===== src/rtl/core/chm_queue.sv =====
// chm_queue: two-entry command queue between front and back.
// No dependencies.
module chm_queue #(
  parameter int unsigned Width = 8
) (
  input  logic             clk_i,
  input  logic             rst_ni,
  input  logic             push_i,
  input  logic [Width-1:0] wdata_i,
  input  logic             pop_i,
  output logic             full_o,
  output logic             empty_o,
  output logic [Width-1:0] rdata_o
);
  logic [Width-1:0] ent_q [2];
  logic rp_q, wp_q;
  logic [1:0] cnt_q;
  assign full_o = cnt_q == 2'd2;
  assign empty_o = cnt_q == 2'd0;
  assign rdata_o = ent_q[rp_q];
  always_ff @(posedge clk_i or negedge rst_ni) begin
    if (!rst_ni) begin
      rp_q <= 1'b0; wp_q <= 1'b0; cnt_q <= 2'd0;
    end else begin
      if (push_i) wp_q <= ~wp_q;
      if (pop_i) rp_q <= ~rp_q;
      cnt_q <= cnt_q + 2'(push_i) - 2'(pop_i);
    end
  end
  always_ff @(posedge clk_i) begin
    if (push_i) ent_q[wp_q] <= wdata_i;
  end
endmodule


===== config.mk =====
export PLATFORM = sky130hd
export DESIGN_NAME = chm_queue
export DESIGN_NICKNAME = d
export VERILOG_FILES = /design/src/rtl/core/chm_queue.sv
export SDC_FILE = /design/constraint.sdc
export NUM_CORES = 1
export LEC_CHECK = 0
export ABC_AREA = 1
export BUFFER_PORTS_ARGS = -buffer_cell sky130_fd_sc_hd__buf_2
export CORE_MARGIN = 2
export CORE_UTILIZATION = 53
export CTS_BUF_LIST = sky130_fd_sc_hd__clkbuf_4 sky130_fd_sc_hd__clkbuf_8 sky130_fd_sc_hd__clkbuf_16
export CTS_CLUSTER_DIAMETER = 80
export CTS_CLUSTER_SIZE = 28
export DETAILED_ROUTE_END_ITERATION = 6
export GPL_TIMING_DRIVEN = 0
export PLACE_DENSITY = 0.84
export SETUP_SLACK_MARGIN = 0.4
export SYNTH_ARGS = -nofsm -noshare
export SYNTH_HDL_FRONTEND = slang
export SYNTH_SLANG_ARGS = --single-unit

===== constraint.sdc =====
create_clock -name clk_i -period 2.64 [get_ports clk_i]
set_input_delay 0.66 -clock clk_i [delete_from_list [all_inputs] [get_ports clk_i]]
set_output_delay 0.66 -clock clk_i [all_outputs]
set_load 0.02 [all_outputs]

==> impl_metrics.yaml <==
layout:
  nNetsFinal: 107
  fin_util: 0.677
  areaGrowthSynthToFinish_pct: 21.4
  diodes: 0
  drive_gt1_frac: 0.326
  fin_area_sq_mm: 0.00101
drt:
  viasPerCell: 4.71
  drt_first_pass_iters: 4
  routed_wl_um: 1140
  antenna_left: 0
  vias: 509
  post_drt_wl_per_cell_um: 10.5
  drtIter0Drc: 8
  drc: 0
pwr:
  ir_drop_mv: 0.880
  cellPowerDensity_mw_per_mm2: 1130
  leakage_nw: 0.485
sta:
  hold_ws_ns: 0.154
  hold_viol_final: 0
  setup_viol: 0
  slew_violations: 0
  finClkSkew_ns: 0.00216
  slew_headroom: 0.573
  max_clock_freq_mhz: 526
  min_period_ns: 1.90
  min_period_over_period: 0.720
  tightest_slew_ns: 0.639
  fin_tns_setup_ns: 0
  rsz0062_at_grt: "no"
clocking:
  clkTransAtPathRegs_ns: 0.11
  cts_tree: "yes"
  cts_setup_buffers: 0
  clkLatencyLatePin_ns: 0.29
  holdBufCountCts: 0
  post_cts_resized: 0
  htree_levels: 1
  root_buffer: "clkbuf_4"
  numCtsBuffers: 3
  clock-sinks: 20
  cts.path.max_buffers: 2
synth:
  synth_top_family_by_area: "buffers and inverters"
  ys_types: 12
  synth_fa_ha_area_frac: 0.0301
  yosysTopAreaCellShare: 0.578
  netlist_top_cells_area: "edfxtp_1 (58%), dfrtp_1 (12%), inv_1 (6.8%)"
  muxShareOfSynthArea: 0
  synthesis.area_sq_um: 831
  synth_compound_area_frac: 0.0617
  ys_warn_count: 0
  synthCells: 67
  synth_seq_cells: 20
  synth_seq_area_share: 0.699
  synth_top_area_cell: "edfxtp_1"
  syn_nets: 81
  synth-xor-area-share: 0.0211
  syn_avg_cell_area_sq_um: 12.4
  yosys.area_share.simple: 0.0828
global_routing:
  gr-total-overflow: 0
  grt_max_degree: 13
  grt_pass1_wl_um: 1830
  grt_pass1_vias: 460
  grt_use_total: 0.137
  antenna_found_initial: 0
worst_setup_path:
  setup.worst_path.start_class: "register"
  cp-end-kind: "output pin"
  reg2reg_depth: 1
  max_stage_delay_ns: 0.39
  cp.depth: 5
  cpMaxStageDelayCell: "dfrtp_1"
  crit_buf_inv: 3
  r2r-start: "wp_q$_DFFE_PN0P_"
  crit_chain: "buf_6 -> buf_12 -> nand2_1 -> o21ai_0 -> buf_2"
  reg2reg_to: "ent_q[0][4]$_DFFE_PP_"
  worstSetupPathType: "reg2out"
  critPathTopFamily: "buffers and inverters"
  rrSetupSlack_ns: 1.34
  worstPathRequired_ns: 1.98
  worst_ep_arrival_time_ns: 1.24
  worstPathMaxFanout: 10
die:
  rows: 14
  ios: 22
  initial_core_util: 0.558
  die_h_um: 43.6
  die-area_sq_mm: 0.00190
  coreArea_sq_mm: 0.00149
  die_w_um: 43.6
place:
  dp_hpwl_um: 919
  place_area_sq_um: 956
  routabilityCongestion: 0.784
  portBuffers: 21
run:
  cap_violations: 0
min_path:
  worstHoldPathType: "in2async"
outcome:
  outcome: "finished clean"
area by class of cell:
cell class,count,area (sq um)
Buffer,2,31.3
Fill cell,110,480
Clock inverter,1,30.0
Multi-Input combinational cell,30,163
Timing Repair Buffer,21,105
Tap cell,16,20.0
Sequential cell,20,581
Clock buffer,3,22.5
Inverter,15,56.3
registers in the layout, indices dropped and copies added, names as in the netlist:
| register | cells |
|---|---|
| ent_q | 16 |
| cnt_q | 2 |
| rp_q | 1 |
| wp_q | 1 |
cells in the final DEF, fill, tap and decap left out, drive strengths merged:
cell type  count
clkbuf         3
nor2           3
nand3          1
xor2           2
edfxtp        16
nand2         14
inv           15
bufinv         1
o21ai          8
ha             2
dfrtp          4
buf           23
worst max path at each step:
stage	start	endpoint	slack (ns)
final	rp_q$_DFFE_PN0P_	rdata_o[7]	0.74
after global routing	rp_q$_DFFE_PN0P_	rdata_o[2]	0.63
after floorplan	rp_q$_DFFE_PN0P_	rdata_o[0]	1.0
after CTS	rp_q$_DFFE_PN0P_	rdata_o[1]	0.73
after global placement	push_i	ent_q[0][0]$_DFFE_PP_	0.94
after detailed placement	push_i	ent_q[0][6]$_DFFE_PP_	0.92
stage by stage:
stage               setup slack (ns)  power (W)  cells
floorplan                      0.999   0.000785     67
global route                   0.633    0.00121    108
finish                         0.740    0.00114    108
global placement               0.939   0.000895    104
CTS                            0.727    0.00115    108
detailed placement             0.919   0.000914    104
cell families (layout without fill, tap and decap cells):
group	count (synthesis)	count (layout)
adder cells (fa/ha/maj)	2	2
AO/OA/AOI/OAI	8	8
flip-flops	20	20
AND/OR/NAND/NOR	18	18
XOR/XNOR	2	2
buffers and inverters	17	42
Yosys cell counts, drive strengths merged:
| cell type | number |
|---|---|
| buf | 2 |
| dfrtp | 4 |
| edfxtp | 16 |
| ha | 2 |
| inv | 15 |
| nand2 | 14 |
| nand3 | 1 |
| nor2 | 3 |
| o21ai | 8 |
| xor2 | 2 |
where the power goes:
| group | switching, W | total, W | internal [W] |
|---|---|---|---|
| Sequential | 0.0000334 | 0.000462 | 0.000428 |
| Clock | 0.0000888 | 0.000242 | 0.000153 |
| Combinational | 0.000271 | 0.000438 | 0.000167 |
| Total | 0.000393 | 0.00114 | 0.000749 |
per-layer routing:
layer	wire length, um	vias up	GRT usage
li1	-	268	-
met1	434	233	0.144
met2	668	8	0.253
met3	35	0	0.0375
met4	0	0	0.0545
met5	0	-	0
Power figures use the tool's default switching activity.
