[src/rtl/core/chm_pkg.sv]
// chm_pkg: shared types and codes for the chained hash id map.
// No dependencies.
package chm_pkg;

  localparam int unsigned CfgBits = 7;
  localparam int unsigned StatBits = 2;

  typedef enum logic [1:0] {
    ST_DONE = 2'd0,
    ST_MISS = 2'd1,
    ST_FULL = 2'd2
  } status_e;

  typedef enum logic {
    FN_LOOKUP = 1'b0,
    FN_SET    = 1'b1
  } func_e;

endpackage

[src/rtl/core/chm_front.sv]
// chm_front: accepts commands and computes the bucket (key mod clamped count) serially.
// Depends on chm_pkg.
module chm_front #(
  parameter int unsigned KeyBits = 32,
  parameter int unsigned ValueBits = 32,
  parameter int unsigned MaxBuckets = 64
) (
  input  logic                          clk_i,
  input  logic                          rst_ni,
  input  logic                          start_i,
  input  logic                          func_i,
  input  logic [KeyBits-1:0]            key_i,
  input  logic [ValueBits-1:0]          value_i,
  input  logic [chm_pkg::CfgBits-1:0]   bucket_count_i,
  input  logic                          queue_full_i,
  output logic                          busy_o,
  output logic                          push_o,
  output logic                          func_o,
  output logic [KeyBits-1:0]            key_o,
  output logic [ValueBits-1:0]          value_o,
  output logic [$clog2(MaxBuckets+1)-1:0] bucket_o
);
  localparam int unsigned BW = $clog2(MaxBuckets+1);
  localparam int unsigned CntW = $clog2(KeyBits+1);

  // restoring remainder, one key bit per cycle
  logic              act_q, act_d;
  logic              done_q, done_d;
  logic [CntW-1:0]   cnt_q, cnt_d;
  logic [KeyBits-1:0] sh_q, sh_d;
  logic [BW:0]       rem_q, rem_d;
  logic [BW:0]       div_q, div_d;
  logic              func_q, func_d;
  logic [KeyBits-1:0] key_q, key_d;
  logic [ValueBits-1:0] val_q, val_d;
  logic [BW:0]       trial;
  logic [BW:0]       n;

  always_comb begin
    n = (BW+1)'(bucket_count_i);
    if (n == '0) n = (BW+1)'(1);
    if (n > (BW+1)'(MaxBuckets)) n = (BW+1)'(MaxBuckets);
  end

  assign busy_o = act_q | done_q;
  assign trial = {rem_q[BW-1:0], sh_q[KeyBits-1]};

  always_comb begin
    act_d = act_q; done_d = done_q; cnt_d = cnt_q; sh_d = sh_q;
    rem_d = rem_q; div_d = div_q; func_d = func_q; key_d = key_q; val_d = val_q;
    push_o = 1'b0;
    if (done_q) begin
      if (!queue_full_i) begin
        push_o = 1'b1;
        done_d = 1'b0;
      end
    end else if (act_q) begin
      rem_d = (trial >= div_q) ? trial - div_q : trial;
      sh_d = sh_q << 1;
      cnt_d = cnt_q - CntW'(1);
      if (cnt_q == CntW'(1)) begin
        act_d = 1'b0;
        done_d = 1'b1;
      end
    end else if (start_i) begin
      act_d = 1'b1; cnt_d = CntW'(KeyBits); sh_d = key_i; rem_d = '0; div_d = n;
      func_d = func_i; key_d = key_i; val_d = value_i;
    end
  end

  always_ff @(posedge clk_i or negedge rst_ni) begin
    if (!rst_ni) begin
      act_q <= 1'b0; done_q <= 1'b0; cnt_q <= '0;
    end else begin
      act_q <= act_d; done_q <= done_d; cnt_q <= cnt_d;
    end
  end

  always_ff @(posedge clk_i) begin
    sh_q <= sh_d; rem_q <= rem_d; div_q <= div_d;
    func_q <= func_d; key_q <= key_d; val_q <= val_d;
  end

  assign func_o = func_q;
  assign key_o = key_q;
  assign value_o = val_q;
  assign bucket_o = rem_q[BW-1:0];
endmodule

[config.mk]
export PLATFORM = sky130hd
export DESIGN_NAME = chm_front
export DESIGN_NICKNAME = d
export VERILOG_FILES = /design/src/rtl/core/chm_pkg.sv /design/src/rtl/core/chm_front.sv
export SDC_FILE = /design/constraint.sdc
export NUM_CORES = 1
export LEC_CHECK = 0
export BUFFER_PORTS_ARGS = -buffer_cell sky130_fd_sc_hd__buf_2
export CAP_MARGIN = 20
export CORE_UTILIZATION = 30
export DETAILED_ROUTE_END_ITERATION = 7
export PLACE_DENSITY_LB_ADDON = 0.25
export SLEW_MARGIN = 20
export SYNTH_ARGS = -nofsm -noshare
export SYNTH_HDL_FRONTEND = slang
export SYNTH_SLANG_ARGS = --single-unit
[constraint.sdc]
create_clock -name clk_i -period 8.1 [get_ports clk_i]
set_input_delay 0.81 -clock clk_i [delete_from_list [all_inputs] [get_ports clk_i]]
set_output_delay 0.81 -clock clk_i [all_outputs]
set_load 0.03 [all_outputs]
==> impl_metrics.csv, run 1 <==
group,metric,value,unit
power_and_ir_drop,finalPower,2290,uW
cts,root_buffer,"clkbuf_16",
logic_synthesis,synth_top_area_cell,"edfxtp_1",
sta,holdWs,0.243,ns
floorplan,core,0.0148,sq mm
global_routing,track_usage,12.8,%
logic_synthesis,yosysTopAreaCellShare,72.3,%
global_routing,grt_pass1_vias,2889,
route,dr.pass1.iters,4,
sta,rsz0062_at_grt,"false",
sta,fin_tns_setup,0,ns
placed_design,hpwl,6540,um
cts,clock_latency,0.40,ns
route,routed_wl,9440,um
sta,clock_skew,0.00699,ns
sta,worst_slew_pin_slew,0.912,ns
route,drt_iter0_markers,99,
global_routing,overflow,0,
sta,min_period_over_period,31.9,%
critical_path,end_kind,"flop",
logic_synthesis,seq_area_frac_synth,76.6,%
critical_path,cp_max_fo,11,
route,vias,2753,
critical_path,reg2reg_setup_slack,5.52,ns
critical_path,r2r_end,"rem_q[6]",
cts,clk_pin_slew,0.06,ns
worst_hold_path,min-delay-path-class,"in2async",
sta,fmax,388,MHz
critical_path,cp-start-kind,"flop",
power_and_ir_drop,p_int,1580,uW
final_layout,final_cells,626,
logic_synthesis,avgSynthCellArea,17.3,sq um
cts,post_cts_buffers,0,
critical_path,worstPathCellList,"inv_1 -> ha_1 -> inv_1 -> fa_1 -> a211oi_2 -> o211ai_1 -> a311o_1 -> or2_2 -> a21oi_1",
final_layout,diodes,0,
logic_synthesis,synth.most_common_cell,"edfxtp_1",
global_routing,grt_start_max_net_pins,56,
critical_path,reg2reg_depth,9,
final_layout,drive_above_1_share,47.7,%
final_layout,area_delta_synth_final,32.0,%
logic_synthesis,synth-edff-count,111,
critical_path,required,8.35,ns
logic_synthesis,yosys-top-cells-area,"edfxtp_1 (72%), mux2_2 (7.8%), dfrtp_1 (4.3%), ha_1 (2.4%), inv_1 (1.4%)",
sta,setup_viol,0,
logic_synthesis,yosys-top-cells-count,"edfxtp_1 (111), mux2_2 (32), inv_1 (17), nor2_1 (16), nor2b_1 (10)",
route,ant_nets,0,
sta,hold_viol_final,0,
cts,cts_made_buffers,17,
placed_design,gp_congestion,0.847,
cts,cts_tree,"yes",
sta,relSlewSlack,39.2,%
sta,period_needed,2.58,ns
power_and_ir_drop,power_switching,712,uW
logic_synthesis,yosysWarnings,0,
placed_design,place_inst,594,
cts,cts.sinks,119,
final_layout,nets,515,
floorplan,row_count,44,
job,maxCapViolCount,0,
cts,cts_max_level,4,
power_and_ir_drop,ir_drop,0.188,mV
cts,cts_hold_buf,0,
outcome,status,"completed",
power_and_ir_drop,p_seq_share,43.3,%
power_and_ir_drop,p_leak,0.00248,uW
logic_synthesis,synth_seq_cells,119,
floorplan,die_h,126,um
route,vias_per_cell,4.40,
logic_synthesis,synth_cell_types,38,
cts,cts_resized,0,
global_routing,antenna_found_initial,1,
logic_synthesis,ys_async_sr_fraction,6.72,%
critical_path,path_class,"reg2reg",
power_and_ir_drop,power_density,377,mW/mm^2
logic_synthesis,synth_area,0.00461,sq mm
critical_path,r2r-start,"sh_q[31]",
logic_synthesis,synth_nets,352,
logic_synthesis,netlist_instances,266,
critical_path,cpPeakStageDelay,0.50,ns
floorplan,die-area,0.0159,sq mm
critical_path,critical_path_buf_inv_count,2,
critical_path,cp_top_family,"compound AO/OA/AOI/OAI gates",
power_and_ir_drop,power_frac_clock,28.8,%
placed_design,io_buffers,149,
global_routing,grt_pass1_wl,15100,um
critical_path,cp_slowest_cell,"a311o_1",
floorplan,start_util,31.3,%
route,drcViolationCount,0,
route,wl_per_cell,15.1,um
sta,drv_slew,0,
floorplan,pin_count,150,
power_and_ir_drop,p_sw_share,31.0,%
floorplan,die_w,126,um
logic_synthesis,synthFlopType,"edfxtp_1",
cts,clockBufferDepth,2,
power_and_ir_drop,combPwrFrac,27.9,%
critical_path,crit_top_cell,"inv_1",
critical_path,cp_data_arrival_time,2.83,ns
## area by class of cell
type                            instances  area (sq um)
Sequential cell                       119          3530
Multi-Input combinational cell        124           985
Clock inverter                         12          86.3
Clock buffer                           20           437
Tap cell                              184           230
Inverter                               17          63.8
Fill cell                            1397          8660
Timing Repair Buffer                  150           753
## logic make-up after synthesis
kind of cell / Yosys count / share of synthesized area [%]
AOI/OAI and AO/OA: 24 / 3.34
and+or+nand+nor: 49 / 5.53
muxes: 35 / 8.46
DFF: 119 / 76.6
xor gates and xnor gates: 6 / 1.14
buffers and inverters: 23 / 2.06
adders and majority gates: 10 / 2.88
## placed cells by master, fill, tap and decap left out, types with 5 or more instances in the layout
| cell type | count |
|---|---|
| clkinv_1 | 5 |
| buf_2 | 149 |
| o21ai_0 | 8 |
| clkbuf_16 | 17 |
| nor2b_1 | 10 |
| nor2_1 | 16 |
| a21oi_1 | 6 |
| mux2_2 | 32 |
| edfxtp_1 | 111 |
| nand2_1 | 7 |
| ha_1 | 9 |
| inv_1 | 15 |
| dfrtp_1 | 7 |
## worst reg2reg max path, stage by stage, from the launching register on
cell and delay [ns]:
edfxtp_1 0.38, inv_1 0.07, ha_1 0.16, inv_1 0.05, fa_1 0.41, a211oi_2 0.27
o211ai_1 0.14, a311o_1 0.50, or2_2 0.35, a21oi_1 0.12
## stage by stage
| step | worst slack (ns) | instance area (sq um) | utilization, % |
|---|---|---|---|
| 2_1_floorplan | 5.34 | 4610 | - |
| 3_3_place_gp | 5.57 | 5570 | 37.7 |
| 3_5_place_dp | 5.53 | 5570 | 37.7 |
| 4_1_cts | 5.51 | 6090 | 41.3 |
| 5_1_grt | 5.32 | 6090 | 41.3 |
| 6_report | 5.52 | 6090 | 41.3 |
## worst max-delay path by stage
| stage | from | to | slack [ns] | depth (start not counted) |
|---|---|---|---|---|
| 2_1_floorplan | start_i | div_q[0] | 5.34 | 2 |
| 3_3_place_gp | sh_q[31] | rem_q[6] | 5.57 | 9 |
| 3_5_place_dp | sh_q[31] | rem_q[6] | 5.53 | 9 |
| 4_1_cts | sh_q[31] | rem_q[6] | 5.51 | 9 |
| 5_1_grt | sh_q[31] | rem_q[6] | 5.32 | 9 |
| 6_report | sh_q[31] | rem_q[6] | 5.52 | 9 |
## per-layer routing
| metal | track usage, % | routed length [um] |
|---|---|---|
| met4 | 6.45 | 157 |
| met3 | 4.21 | 399 |
| met1 | 15.3 | 4060 |
| met5 | 0 | 10 |
| met2 | 20.6 | 4810 |
## power groups by stage
stage               registers [uW]  clock network, uW  logic, uW
finish                         993                661        640
global route                  1020                707        705
CTS                            996                679        645
detailed placement            1010                  0        642
global placement              1000                  0        626
floorplan                     1100                  0        378
## flip-flops by register name (all words and copies together), names as in the netlist
signal / cells
done_q: 1
func_o: 1
sh_q: 32
div_q: 7
rem_q: 7
value_o: 32
cnt_q: 6
key_o: 32
act_q: 1
Power figures use the tool's default switching activity.
==> run 2, diff against run 1 <==
--- a/config.mk
+++ b/config.mk
@@ -5,6 +5,7 @@
 export SDC_FILE = /design/constraint.sdc
 export NUM_CORES = 1
 export LEC_CHECK = 0
+export ABC_AREA = 1
 export BUFFER_PORTS_ARGS = -buffer_cell sky130_fd_sc_hd__buf_2
 export CAP_MARGIN = 20
 export CORE_UTILIZATION = 30
==> constraint.sdc (replaced) <==
create_clock -name clk_i -period 2.65 [get_ports clk_i]
set_input_delay 0.265 -clock clk_i [delete_from_list [all_inputs] [get_ports clk_i]]
set_output_delay 0.265 -clock clk_i [all_outputs]
set_load 0.03 [all_outputs]
==> run 2 against run 1 <==
Against the previous run:
- utilization rose by 0.25 points
- die area rose by 3.0%
- non-clock buffer count rose by 6
- largest power group unchanged
- sequential share of layout area fell by 2.5 points
- final area rose by 4.4%
- area after synthesis rose by 3.0%
- via count rose by 18%
- synthesized cell count rose by 44%
- critical path depth rose by 2
- clock skew fell by 0.0029 ns
==> impl_metrics.csv, run 2 <==
group,metric,value,unit
final_layout,layout_common_cells,"buf_2 (149), nand2_1 (130), edfxtp_1 (111)",
power_and_ir_drop,p_sw_share,34.5,%
logic_synthesis,seq_area_frac_synth,74.4,%
route,ant_nets,0,
job,maxCapViolCount,0,
power_and_ir_drop,ir_drop,0.439,mV
final_layout,utilization,41.5,%
outcome,status,"completed",
floorplan,row_count,45,
power_and_ir_drop,finalPower,7730,uW
final_layout,nets,634,
route,drt_iter0_markers,168,
power_and_ir_drop,p_seq_share,39.3,%
global_routing,overflow,0,
cts,cts_tree,"yes",
power_and_ir_drop,power_switching,2660,uW
sta,fmax,500,MHz
route,drcViolationCount,0,
power_and_ir_drop,p_leak,0.00287,uW
critical_path,r2r-start,"sh_q[31]",
cts,clockBufferDepth,2,
cts,cts_made_buffers,17,
critical_path,required,2.91,ns
global_routing,top_usage_layer,"met2",
logic_synthesis,ys_async_sr_fraction,6.72,%
cts,cts.sinks,119,
worst_hold_path,min_from,"value_i[31]",
final_layout,final_common_cell,"buf_2",
global_routing,grt_pass1_wl,16300,um
cts,cts_max_level,4,
sta,hold_viol_final,0,
route,dr.pass1.iters,4,
critical_path,end_kind,"flop",
floorplan,pin_count,150,
power_and_ir_drop,power_density,1220,mW/mm^2
logic_synthesis,synth.most_common_cell,"nand2_1",
global_routing,grtUsageMet2,22.2,%
critical_path,r2r_end,"rem_q[5]",
worst_hold_path,min_path_cells,1,
sta,clock_skew,0.00407,ns
floorplan,core,0.0153,sq mm
sta,period_needed,2.00,ns
global_routing,track_usage,13.3,%
sta,worst_slew_pin_slew,0.444,ns
route,vias,3246,
route,wl_per_cell,13.2,um
logic_synthesis,avgSynthCellArea,12.4,sq um
placed_design,gp_congestion,0.768,
route,routed_wl,10200,um
logic_synthesis,yosysTopAreaCellShare,70.1,%
logic_synthesis,yosys-top-cells-area,"edfxtp_1 (70%), nand2_1 (10%), dfrtp_1 (4.2%), inv_1 (3.2%), ha_1 (2.4%)",
logic_synthesis,yosysWarnings,0,
critical_path,cp_data_arrival_time,2.26,ns
critical_path,path_class,"reg2reg",
power_and_ir_drop,power_frac_clock,28.8,%
worst_hold_path,min-delay-path-class,"in2reg",
critical_path,reg2reg_setup_slack,0.65,ns
critical_path,reg2reg_depth,11,
final_layout,area_delta_synth_final,33.8,%
global_routing,grt_pass1_vias,3371,
global_routing,grt_start_max_net_pins,56,
global_routing,antenna_found_initial,0,
logic_synthesis,synth_nets,468,
logic_synthesis,synthFlopType,"edfxtp_1",
sta,rsz0062_at_grt,"false",
logic_synthesis,yosys-top-cells-count,"nand2_1 (130), edfxtp_1 (111), inv_1 (40), nor2_1 (30), nand3_1 (12)",
logic_synthesis,synth_cell_types,30,
logic_synthesis,synth-edff-count,111,
sta,holdWs,0.0384,ns
power_and_ir_drop,combPwrFrac,31.9,%
cts,clk_pin_slew,0.05,ns
final_layout,diodes,0,
logic_synthesis,synth_area,0.00475,sq mm
placed_design,place_inst,739,
floorplan,die_w,128,um
placed_design,io_buffers,149,
sta,min_period_over_period,75.5,%
worst_hold_path,hold_end,"value_o[31]",
final_layout,final_cells,771,
logic_synthesis,netlist_instances,382,
global_routing,use_met1,16.1,%
cts,clock_latency,0.40,ns
critical_path,cp_max_fo,6,
logic_synthesis,synth_seq_cells,119,
sta,setup_viol,0,
cts,root_buffer,"clkbuf_16",
placed_design,hpwl,7190,um
critical_path,cp-start-kind,"flop",
sta,relSlewSlack,70.4,%
logic_synthesis,synth_top_area_cell,"edfxtp_1",
final_layout,drive_above_1_share,34.5,%
power_and_ir_drop,p_int,5070,uW
sta,drv_slew,0,
floorplan,die-area,0.0163,sq mm
global_routing,met3_usage,4.67,%
route,vias_per_cell,4.21,
floorplan,start_util,31.0,%
floorplan,die_h,128,um
sta,fin_tns_setup,0,ns
## run 2: cell count changes after synthesis, moves of 5 or more
cell / previous run / this run
o21ai_0: 8 / 3
nor2b_1: 10 / 0
inv_1: 17 / 40
nor2_1: 16 / 30
nand2_1: 7 / 130
nand3_1: 2 / 12
mux2_2: 32 / 0
## run 2: final cells by class
class / instances / area, sq um
Clock buffer: 20 / 437
Clock inverter: 11 / 133
Fill cell: 1508 / 8950
Inverter: 43 / 161
Multi-Input combinational cell: 211 / 1020
Sequential cell: 119 / 3530
Tap cell: 211 / 264
Timing Repair Buffer: 156 / 813
## run 2: cell families after synthesis
logic type / count (synthesis) / synth area share, %
fa+ha+maj: 10 / 2.79
flops: 119 / 74.4
simple gates: 183 / 15.6
xor+xnor: 3 / 0.553
compound gates: 15 / 2.37
buf+inv: 52 / 4.32
## run 2: per-layer routing
| layer | wire length (um) | up-vias | share of wire (%) |
|---|---|---|---|
| met3 | 581 | 5 | 5.7 |
| met2 | 5070 | 87 | 50 |
| met5 | 0 | - | 0 |
| li1 | - | 1607 | - |
| met4 | 87 | 0 | 0.85 |
| met1 | 4450 | 1547 | 44 |
## run 2: worst max-delay path by stage
stage / start / endpoint / cells past startpoint
after global routing: sh_q[31] / rem_q[5] / 11
after CTS: sh_q[31] / rem_q[5] / 11
after global placement: sh_q[31] / rem_q[6] / 11
after detailed placement: sh_q[31] / rem_q[5] / 11
final: sh_q[31] / rem_q[5] / 11
after floorplan: act_q / div_q[0] / 4
## run 2: power groups by stage
| stage | combinational (uW) | clock (uW) | sequential [uW] |
|---|---|---|---|
| floorplan | 1470 | 0 | 3380 |
| CTS | 2500 | 2300 | 3050 |
| global placement | 2430 | 0 | 3060 |
| global route | 2790 | 2380 | 3100 |
| finish | 2460 | 2230 | 3040 |
| detailed placement | 2500 | 0 | 3080 |
## run 2: per-stage QoR
step,instance area [sq um],setup slack (ns)
final,6360,0.648
after global routing,6360,0.392
after CTS,6360,0.640
after detailed placement,5780,0.647
after global placement,5780,0.752
after floorplan,4760,0.228
## run 2: what timing repair did
item	in CTS	in global routing
buffers inserted	0	0
hold buffers	1	0
hold endpoints to repair	8	0
resized for setup	0	0
## run 2: critical path: stages, from the launching register on
cell and delay [ns]:
edfxtp_1 0.35, inv_1 0.09, ha_1 0.14, inv_1 0.07, fa_1 0.41, nand2_1 0.08, nand2_1 0.08, nand2_2 0.09
nand2_2 0.08, a21oi_2 0.27, nor2_1 0.08, nor2_1 0.11
==> run 3, diff against run 2 <==
==> constraint.sdc (replaced) <==
create_clock -name clk_i -period 1.6 [get_ports clk_i]
set_input_delay 0.16 -clock clk_i [delete_from_list [all_inputs] [get_ports clk_i]]
set_output_delay 0.16 -clock clk_i [all_outputs]
set_load 0.03 [all_outputs]
==> run 3 against run 2 <==
Against the previous run:
- highest routed layer unchanged
- critical endpoint is now rem_q[4]
- sequential power up 66%
- combinational power increased by 110%
- critical path type unchanged
- sequential share of layout area decreased by 7.5 points
- die area did not move
- clock power rose by 65%
- the run now ends with negative setup slack left
==> impl_metrics.csv, run 3 (synthesis gave the netlist of run 2 again) <==
group,metric,value,unit
sta,clock_skew,0.0102,ns
cts,cts.sinks,119,
route,dr.pass1.iters,4,
power_and_ir_drop,power_density,1880,mW/mm^2
floorplan,core,0.0153,sq mm
critical_path,path_class,"reg2reg",
sta,period_needed,1.81,ns
floorplan,die_h,128,um
final_layout,nets,722,
global_routing,antenna_found_initial,0,
cts,clock_latency,0.41,ns
route,vias,3619,
route,wl_per_cell,13.1,um
sta,min_period_over_period,113,%
final_layout,final_area,0.00735,sq mm
outcome,status,"finished with violations",
floorplan,die-area,0.0163,sq mm
critical_path,cp_data_arrival_time,1.98,ns
final_layout,final_common_cell,"buf_2",
sta,worst_slew_pin_slew,0.456,ns
route,routed_wl,11300,um
final_layout,layout_common_cells,"buf_2 (149), nand2_1 (127), edfxtp_1 (111)",
global_routing,grt_pass1_wl,17700,um
critical_path,reg2reg_depth,12,
route,ant_nets,0,
sta,fin_tns_setup,-1.34,ns
sta,drv_slew,0,
sta,setup_viol,7,
floorplan,row_count,45,
critical_path,cp_max_fo,2,
critical_path,required,1.76,ns
cts,cts_max_level,4,
final_layout,diodes,0,
sta,fmax,552,MHz
final_layout,final_cells,857,
floorplan,start_util,31.0,%
route,drcViolationCount,0,
critical_path,reg2reg_setup_slack,-0.21,ns
power_and_ir_drop,p_leak,0.00328,uW
sta,hold_viol_final,0,
placed_design,io_buffers,149,
sta,relSlewSlack,69.6,%
outcome,violations,"negative setup slack",
cts,cts_made_buffers,17,
cts,root_buffer,"clkbuf_16",
route,drt_iter0_markers,180,
critical_path,end_kind,"flop",
sta,layout_setup_ws,-0.212,ns
floorplan,pin_count,150,
power_and_ir_drop,ir_drop,1.10,mV
placed_design,place_inst,755,
worst_hold_path,min_path_cells,3,
route,vias_per_cell,4.22,
placed_design,placed_cell_area,0.00601,sq mm
global_routing,grt_start_max_net_pins,41,
global_routing,track_usage,14.7,%
final_layout,drive_above_1_share,35.9,%
global_routing,overflow,0,
placed_design,hpwl,7340,um
placed_design,gp_congestion,0.808,
worst_hold_path,min-delay-path-class,"in2reg",
cts,cts_tree,"yes",
cts,clk_pin_slew,0.06,ns
global_routing,grt_pass1_vias,3647,
final_layout,area_delta_synth_final,54.8,%
job,maxCapViolCount,0,
sta,rsz0062_at_grt,"true",
floorplan,die_w,128,um
critical_path,cp-start-kind,"flop",
cts,clockBufferDepth,2,
## run 3: cell types whose count changed in the layout (fill, tap and decap cells not counted), sizes merged
cell	delta
clkinv	+2
clkinvlp	-2
clkbuf	-2
dlygate4sd3	+66
buf	+22
## run 3: layer usage
metal,share of wire [%],track usage (%)
met1,43,17.1
met2,51,24.8
met3,4.8,4.47
met4,1.5,6.64
met5,0,0
## run 3: worst paths after layout
kind,from,to
worst max-delay path,sh_q[31],rem_q[4]
worst min-delay path,bucket_count_i[3],div_q[3]
worst max register to register,sh_q[31],rem_q[4]
worst min register to register,cnt_q[5],cnt_q[5]
max in group asynchronous,rst_ni,act_q
min in group asynchronous,rst_ni,cnt_q[5]
## run 3: final cells by class
class / count / area, sq um
Fill cell: 1444 / 7960
Clock inverter: 11 / 135
Timing Repair Buffer: 244 / 1690
Inverter: 43 / 169
Sequential cell: 119 / 3530
Tap cell: 211 / 264
Clock buffer: 18 / 429
Multi-Input combinational cell: 211 / 1130
## run 3: critical path: stages (launching register included)
cell	delay (ns)
edfxtp_1	0.37
inv_2	0.08
ha_4	0.12
inv_2	0.04
fa_2	0.34
nand2_1	0.08
nand2_2	0.06
nand2_2	0.08
buf_4	0.11
buf_4	0.10
xnor2_1	0.06
nor2_1	0.09
nor2_1	0.05
## run 3: power breakdown
group | internal [uW] | leakage [uW] | switching, uW
Sequential | 4720 | 0.00116 | 338
Combinational | 1940 | 0.00184 | 3110
Clock | 2400 | 0.000280 | 1290
Total | 9050 | 0.00328 | 4740
## run 3: timing repair
item | in CTS | in global routing
buffers inserted | 5 | 1
hold buffers | 67 | 0
setup endpoints to repair | 7 | 7
endpoints found under the hold margin | 74 | 0
gates resized for setup | 7 | 1
pin swaps | 14 | 10
## run 3: through the flow
step	power (uW)	utilization (%)	hold WS (ns)	setup WS (ns)
after floorplan	8230	-	-0.136	-0.582
after global placement	9680	39.3	0.0101	-0.252
after detailed placement	9790	39.3	0.0186	-0.341
after CTS	13900	47.9	0.0518	-0.219
after global routing	14700	48.0	0.0660	-0.326
final	13800	48.0	0.0715	-0.212
